File: src/rtl/core/pwls_pkg.sv
// Shared types and constants for the piecewise linear contrast stretch.
package pwls_pkg;

  localparam int unsigned PixW      = 8;
  localparam int unsigned DividendW = 17;  // 2*num + den, num <= 255*255
  localparam int unsigned DivisorW  = 9;   // 2*den
  localparam int unsigned QuoW      = 9;   // rounded quotient before clamp
  localparam int unsigned CfgIdxW   = 2;

  localparam logic [PixW-1:0] PixMax = '1;

  localparam logic [PixW-1:0] Break1XRst = 8'd50;
  localparam logic [PixW-1:0] Break1YRst = 8'd50;
  localparam logic [PixW-1:0] Break2XRst = 8'd200;
  localparam logic [PixW-1:0] Break2YRst = 8'd200;

  typedef enum logic [CfgIdxW-1:0] {
    RegBreak1X = 2'd0,
    RegBreak1Y = 2'd1,
    RegBreak2X = 2'd2,
    RegBreak2Y = 2'd3
  } pwls_reg_e;

  typedef struct packed {
    logic [PixW-1:0] break1_x;
    logic [PixW-1:0] break1_y;
    logic [PixW-1:0] break2_x;
    logic [PixW-1:0] break2_y;
  } pwls_cfg_t;

  // Partial division state handed from cell to cell.
  typedef struct packed {
    logic [DividendW-1:0] rem;
    logic [DivisorW-1:0]  dsr;
    logic [QuoW-1:0]      quo;
  } pwls_div_t;

endpackage

File: src/rtl/core/pwls_front.sv
// Segment select and numerator/denominator stage ahead of the divider chain.
module pwls_front (
  input  logic                         clk_i,
  input  logic                         rst_ni,
  input  pwls_pkg::pwls_cfg_t          cfg_i,
  input  logic                         in_valid_i,
  output logic                         in_ready_o,
  input  logic [pwls_pkg::PixW-1:0]    pixel_i,
  output logic                         out_valid_o,
  input  logic                         out_ready_i,
  output pwls_pkg::pwls_div_t          out_data_o
);
  import pwls_pkg::*;

  logic [PixW-1:0]      xa, ya, xb, yb, den;
  logic [2*PixW-1:0]    prod_a, prod_b;
  logic [2*PixW:0]      num;
  logic [2*PixW+1:0]    dividend;
  logic                 force_max;
  logic                 valid_q;
  pwls_div_t            data_d, data_q;

  // Endpoints (xa,ya) to (xb,yb) of the segment the pixel falls on.
  always_comb begin
    force_max = 1'b0;
    xa = '0;
    ya = '0;
    xb = cfg_i.break1_x;
    yb = cfg_i.break1_y;
    priority if (pixel_i < cfg_i.break1_x) begin
      xa = '0;
    end else if (pixel_i < cfg_i.break2_x) begin
      xa = cfg_i.break1_x;
      ya = cfg_i.break1_y;
      xb = cfg_i.break2_x;
      yb = cfg_i.break2_y;
    end else if (cfg_i.break2_x == PixMax) begin
      force_max = 1'b1;
    end else begin
      xa = cfg_i.break2_x;
      ya = cfg_i.break2_y;
      xb = PixMax;
      yb = PixMax;
    end
  end

  assign den      = xb - xa;
  assign prod_a   = ya * (xb - pixel_i);
  assign prod_b   = yb * (pixel_i - xa);
  assign num      = {1'b0, prod_a} + {1'b0, prod_b};
  assign dividend = {num, 1'b0} + {{(PixW+2){1'b0}}, den};

  always_comb begin
    data_d.quo = '0;
    if (force_max) begin
      // 510 / 2 gives full scale
      data_d.rem = DividendW'({PixMax, 1'b0});
      data_d.dsr = DivisorW'(2);
    end else begin
      data_d.rem = dividend[DividendW-1:0];
      data_d.dsr = {den, 1'b0};
    end
  end

  assign in_ready_o = ~valid_q | out_ready_i;

  always_ff @(posedge clk_i or negedge rst_ni) begin
    if (!rst_ni) begin
      valid_q <= 1'b0;
    end else if (in_ready_o) begin
      valid_q <= in_valid_i;
    end
  end

  always_ff @(posedge clk_i) begin
    if (in_ready_o && in_valid_i) begin
      data_q <= data_d;
    end
  end

  assign out_valid_o = valid_q;
  assign out_data_o  = data_q;

endmodule

File: src/rtl/core/pwls_div_cell.sv
// One restoring division step: decides quotient bit STEP and passes on.
module pwls_div_cell #(
  parameter int unsigned STEP = 0
) (
  input  logic                   clk_i,
  input  logic                   rst_ni,
  input  logic                   in_valid_i,
  output logic                   in_ready_o,
  input  pwls_pkg::pwls_div_t    in_data_i,
  output logic                   out_valid_o,
  input  logic                   out_ready_i,
  output pwls_pkg::pwls_div_t    out_data_o
);
  import pwls_pkg::*;

  logic [DividendW:0] shifted;
  logic [DividendW:0] diff;
  logic               valid_q;
  pwls_div_t          data_d, data_q;

  assign shifted = (DividendW+1)'(in_data_i.dsr) << STEP;
  assign diff    = {1'b0, in_data_i.rem} - shifted;

  always_comb begin
    data_d = in_data_i;
    if (!diff[DividendW]) begin
      data_d.rem       = diff[DividendW-1:0];
      data_d.quo[STEP] = 1'b1;
    end
  end

  assign in_ready_o = ~valid_q | out_ready_i;

  always_ff @(posedge clk_i or negedge rst_ni) begin
    if (!rst_ni) begin
      valid_q <= 1'b0;
    end else if (in_ready_o) begin
      valid_q <= in_valid_i;
    end
  end

  always_ff @(posedge clk_i) begin
    if (in_ready_o && in_valid_i) begin
      data_q <= data_d;
    end
  end

  assign out_valid_o = valid_q;
  assign out_data_o  = data_q;

endmodule

File: src/rtl/core/piecewise_linear_contrast_stretch.sv
// Top level of the piecewise linear contrast stretch.
//
// Usage:
//  - s_axis carries one 8-bit gray level per transaction; m_axis returns the
//    stretched level, one transaction out for every transaction in, in order.
//  - The curve runs (0,0) -> break1 -> break2 -> (255,255); the result is the
//    exact segment value rounded half up. Four break registers are written
//    through cfg_we_i / cfg_idx_i / cfg_data_i; the user must do so only while
//    the stream is idle, which the block itself does not enforce.
//  - Stages are one front stage (segment select, two 8x8 multiplies), nine
//    divider cells (one quotient bit each, restoring), a clamping output register.
//  - Throughput is one pixel per clock; every stage is a register with its
//    own valid bit, so a new pixel enters each cycle while the stream flows.
//  - When m_axis_tready is low, the output register holds its transaction and
//    the stages behind it keep filling until each holds a pixel; only then
//    does s_axis_tready drop.
//  - Reset empties the pipeline and loads break points (50,50) and (200,200).
module piecewise_linear_contrast_stretch (
  input  logic                           clk_i,
  input  logic                           rst_ni,
  // configuration write port
  input  logic                           cfg_we_i,
  input  logic [pwls_pkg::CfgIdxW-1:0]   cfg_idx_i,
  input  logic [pwls_pkg::PixW-1:0]      cfg_data_i,
  // input pixels
  input  logic                           s_axis_tvalid,
  output logic                           s_axis_tready,
  input  logic [pwls_pkg::PixW-1:0]      s_axis_tdata,  // [7:0] pixel_in
  // stretched pixels
  output logic                           m_axis_tvalid,
  input  logic                           m_axis_tready,
  output logic [pwls_pkg::PixW-1:0]      m_axis_tdata   // [7:0] pixel_out
);
  import pwls_pkg::*;

  pwls_cfg_t cfg_q;

  always_ff @(posedge clk_i or negedge rst_ni) begin
    if (!rst_ni) begin
      cfg_q.break1_x <= Break1XRst;
      cfg_q.break1_y <= Break1YRst;
      cfg_q.break2_x <= Break2XRst;
      cfg_q.break2_y <= Break2YRst;
    end else if (cfg_we_i) begin
      unique case (pwls_reg_e'(cfg_idx_i))
        RegBreak1X: cfg_q.break1_x <= cfg_data_i;
        RegBreak1Y: cfg_q.break1_y <= cfg_data_i;
        RegBreak2X: cfg_q.break2_x <= cfg_data_i;
        RegBreak2Y: cfg_q.break2_y <= cfg_data_i;
        default: ;
      endcase
    end
  end

  // Handshake and payload links: link 0 leaves the front stage,
  // link k+1 leaves divider cell k.
  logic      link_valid [QuoW+1];
  logic      link_ready [QuoW+1];
  pwls_div_t link_data  [QuoW+1];

  pwls_front u_front (
    .clk_i       (clk_i),
    .rst_ni      (rst_ni),
    .cfg_i       (cfg_q),
    .in_valid_i  (s_axis_tvalid),
    .in_ready_o  (s_axis_tready),
    .pixel_i     (s_axis_tdata),
    .out_valid_o (link_valid[0]),
    .out_ready_i (link_ready[0]),
    .out_data_o  (link_data[0])
  );

  // Quotient bits are settled MSB first down the row.
  for (genvar k = 0; k < QuoW; k++) begin : g_cell
    pwls_div_cell #(
      .STEP (QuoW - 1 - k)
    ) u_cell (
      .clk_i       (clk_i),
      .rst_ni      (rst_ni),
      .in_valid_i  (link_valid[k]),
      .in_ready_o  (link_ready[k]),
      .in_data_i   (link_data[k]),
      .out_valid_o (link_valid[k+1]),
      .out_ready_i (link_ready[k+1]),
      .out_data_o  (link_data[k+1])
    );
  end

  // Output register with clamp to full scale.
  logic            out_valid_q;
  logic [PixW-1:0] out_data_q;
  logic [PixW-1:0] clamped;
  logic [QuoW-1:0] quo_last;

  assign quo_last         = link_data[QuoW].quo;
  assign clamped          = (quo_last > QuoW'(PixMax)) ? PixMax : quo_last[PixW-1:0];
  assign link_ready[QuoW] = ~out_valid_q | m_axis_tready;

  always_ff @(posedge clk_i or negedge rst_ni) begin
    if (!rst_ni) begin
      out_valid_q <= 1'b0;
    end else if (link_ready[QuoW]) begin
      out_valid_q <= link_valid[QuoW];
    end
  end

  always_ff @(posedge clk_i) begin
    if (link_ready[QuoW] && link_valid[QuoW]) begin
      out_data_q <= clamped;
    end
  end

  assign m_axis_tvalid = out_valid_q;
  assign m_axis_tdata  = out_data_q;

endmodule

File: config.mk
export PLATFORM = sky130hd
export DESIGN_NAME = piecewise_linear_contrast_stretch
export DESIGN_NICKNAME = d
export VERILOG_FILES = /design/src/rtl/core/pwls_pkg.sv /design/src/rtl/core/pwls_front.sv /design/src/rtl/core/pwls_div_cell.sv /design/src/rtl/core/piecewise_linear_contrast_stretch.sv
export SDC_FILE = /design/constraint.sdc
export NUM_CORES = 1
export LEC_CHECK = 0
export ABC_AREA = 1
export BUFFER_PORTS_ARGS = -buffer_cell sky130_fd_sc_hd__buf_2
export CAP_MARGIN = 30
export CORE_UTILIZATION = 60
export CTS_BUF_LIST = sky130_fd_sc_hd__clkbuf_8
export DETAILED_ROUTE_END_ITERATION = 10
export PLACE_DENSITY_LB_ADDON = 0.3
export SYNTH_ARGS = -nofsm -noshare
export SYNTH_HDL_FRONTEND = slang
export SYNTH_HIERARCHICAL = 1
export SYNTH_SLANG_ARGS = --single-unit
export TNS_END_PERCENT = 30
File: constraint.sdc
create_clock -name clk_i -period 8.75 [get_ports clk_i]
set_clock_uncertainty 0.1 [all_clocks]
set_input_delay 0.4375 -clock clk_i [delete_from_list [all_inputs] [get_ports clk_i]]
set_output_delay 0.4375 -clock clk_i [all_outputs]
set_load 0.05 [all_outputs]
==> results by group <==
Layout
  • Share of layout cells above drive strength 1: 0.1687
  • Final #Nets: 3472
  • Fin util: 0.6898
  • Diode count: 0
  • P&R area growth vs syn: 13.56%
  • Fin cells: 3756

Logic synthesis
  • Mapped cell area: 0.02617 mm²
  • YS warnings: 6
  • Mapped Cells: 2900
  • Mapped Avg Cell Area: 9.023 µm²

Floorplan
  • Top-Level Pins: 33
  • Chip width: 210.8 µm
  • Core Rows: 76
  • Core area: 0.04308 mm²
  • Area of the die: 0.04445 mm²
  • Starting Density: 0.6075
  • Die Y: 210.8 µm

Global route
  • GRT Util Overall: 0.2739
  • Initial antenna violation count: 0
  • Grt total ovfl: 0
  • Vias in the first global route: 19770
  • First-pass GRT wire length: 96.41 mm
  • Largest net degree at the start of global routing: 44

Placed design
  • Detailed placer's ending HPWL: 47.07 mm
  • DP Worst Slack: -0.1219 ns
  • Final Wtd Congestion: 0.9944
  • Port Buffer Count: 32
  • Post-Place Cells: 3626

CTS
  • Clock sinks: 365
  • Maximum clock insertion buffer count: 3
  • CTS clk-pin slew, worst paths: 0.07 ns
  • CTS tree: yes
  • H-tree levels: 2
  • Clock Latency Late Sink: 0.67 ns
  • Clk root buf: clkbuf_8
  • Total CTS buffers: 58

Drt
  • Detailed Route WL: 58.85 mm
  • Drt wl/cell: 15.67 µm
  • Starting DRC count in detailed routing: 1246
  • Met3 WL: 2.485 mm
  • DR DRC count: 0
  • DR WL met2: 29.55 mm
  • DR vias: 19560
  • Met1 WL: 24.26 mm
  • DR top layer: met4
  • Post-route ant nets: 0
  • Drt pass-1 iters: 6
  • Drt via density: 5.208

Timing
  • RSZ-0062 raised after global routing: true
  • Final WS setup: -0.01192 ns
  • Hold Vio Cnt, Final: 0
  • Final setup vio count: 1
  • Worst relative slew slack: 0.3875
  • Fin crit share: 1.001
  • Fin crit period: 8.762 ns
  • Worst Max-Slew Pin Slew: 0.9187 ns
  • Final Hold Slack: 0.1177 ns
  • Final slew viol count: 0
  • Fmax: 114.1 MHz

Worst setup path
  • Worst setup EP type: flop
  • FF-to-FF setup slack: -0.01 ns
  • CP required: 9.07 ns
  • CP max stage delay: 0.57 ns
  • Delay-heaviest family, CP: adder cells
  • Kind of critical path: reg -> reg
  • CP max-delay cell: fa_1
  • Most used cell, CP: fa_1
  • Critical Path AT: 9.08 ns
  • CP Max Fanout: 4
  • Buf/Inv on CP: 7
  • CP Launch Type: flop

Outcome
  • Failing checks: setup timing
  • Status: finished, violations left

Run
  • Max-cap violations: 0

Min path
  • HP Class: in -> reg
flip-flops by register name, indices dropped and copies added, names as in the netlist:
| name | count |
|---|---|
| g_cell.u_cell/out_data_o | 289 |
| cfg_q | 32 |
| u_front/out_data_o | 25 |
| g_cell.u_cell/out_valid_o | 9 |
| m_axis_tdata | 8 |
| m_axis_tvalid | 1 |
| u_front/out_valid_o | 1 |
area by class of cell:
| cell class | instances | area [µm²] |
|---|---|---|
| flip-flops and latches | 365 | 10760 |
| well taps | 585 | 732.0 |
| clock inverters | 44 | 297.8 |
| repair buffers | 187 | 1460 |
| fillers | 3436 | 13360 |
| multi-input cells | 1915 | 13330 |
| clock buffers | 65 | 894.6 |
| inverters | 595 | 2243 |
metal layers:
metal | track usage | up-vias
met5 | 0 | -
met4 | 0.1262 | 0
met3 | 0.03405 | 145
met2 | 0.4820 | 496
met1 | 0.3360 | 9256
li1 | - | 9664
final timing paths:
kind	from	end	cells past startpoint
setup / recovery	cfg_q[15]$_DFFE_PN1P_	u_front/out_data_o[34]$_SDFFCE_PP0P_	43
hold / removal	cfg_idx_i[1]	cfg_q[7]$_DFFE_PN1P_	3
setup reg to reg	cfg_q[15]$_DFFE_PN1P_	u_front/out_data_o[34]$_SDFFCE_PP0P_	43
hold reg to reg	g_cell[2].u_cell/out_data_o[18]$_DFFE_PP_	g_cell[3].u_cell/out_data_o[18]$_DFFE_PP_	0
max in group asynchronous	rst_ni	g_cell[0].u_cell/out_valid_o$_DFFE_PN0N_	3
min in group asynchronous	rst_ni	cfg_q[30]$_DFFE_PN0P_	3
cell usage in the layout, fill, tap and decap left out, types with 18 or more instances in the layout:
master and count:
inv_1 564, nand2_2 40, xnor2_1 26, nand3_1 96, nand4_1 46, xor2_1 37, nand3b_1 18, edfxtp_1 322
o21ai_0 43, fa_1 118, nand3_2 36, dfrtp_1 31, a21oi_1 74, nor2_1 205, or2_2 25, clkbuf_8 65
buf_2 32, inv_2 40, nand2_1 775, buf_4 134, ha_1 198
worst min-delay path, delay by kind of cell:
family / cells / cell delay (ns)
AND/OR/NAND/NOR: 2 / 0.18
buffers and inverters: 1 / 0.27
repair_timing:
item	in CTS	in global routing
gates cloned	0	0
pin swaps	6	62
hold buffers	11	0
buffers inserted	1	9
endpoints found under the hold margin	64	0
resized for setup	5	76
endpoints found under the setup margin	4	8
per-stage QoR:
| stage | setup TNS (ns) | cell area [µm²] |
|---|---|---|
| after global routing | -1.915 | 29710 |
| after floorplan | 0 | 26280 |
| after global placement | 0 | 27880 |
| after detailed placement | -0.1219 | 28010 |
| after CTS | 0 | 29350 |
| final | -0.01192 | 29710 |
Power is not shown: default switching activity piles up to over one toggle a cycle in this logic, so the estimate is an artifact.
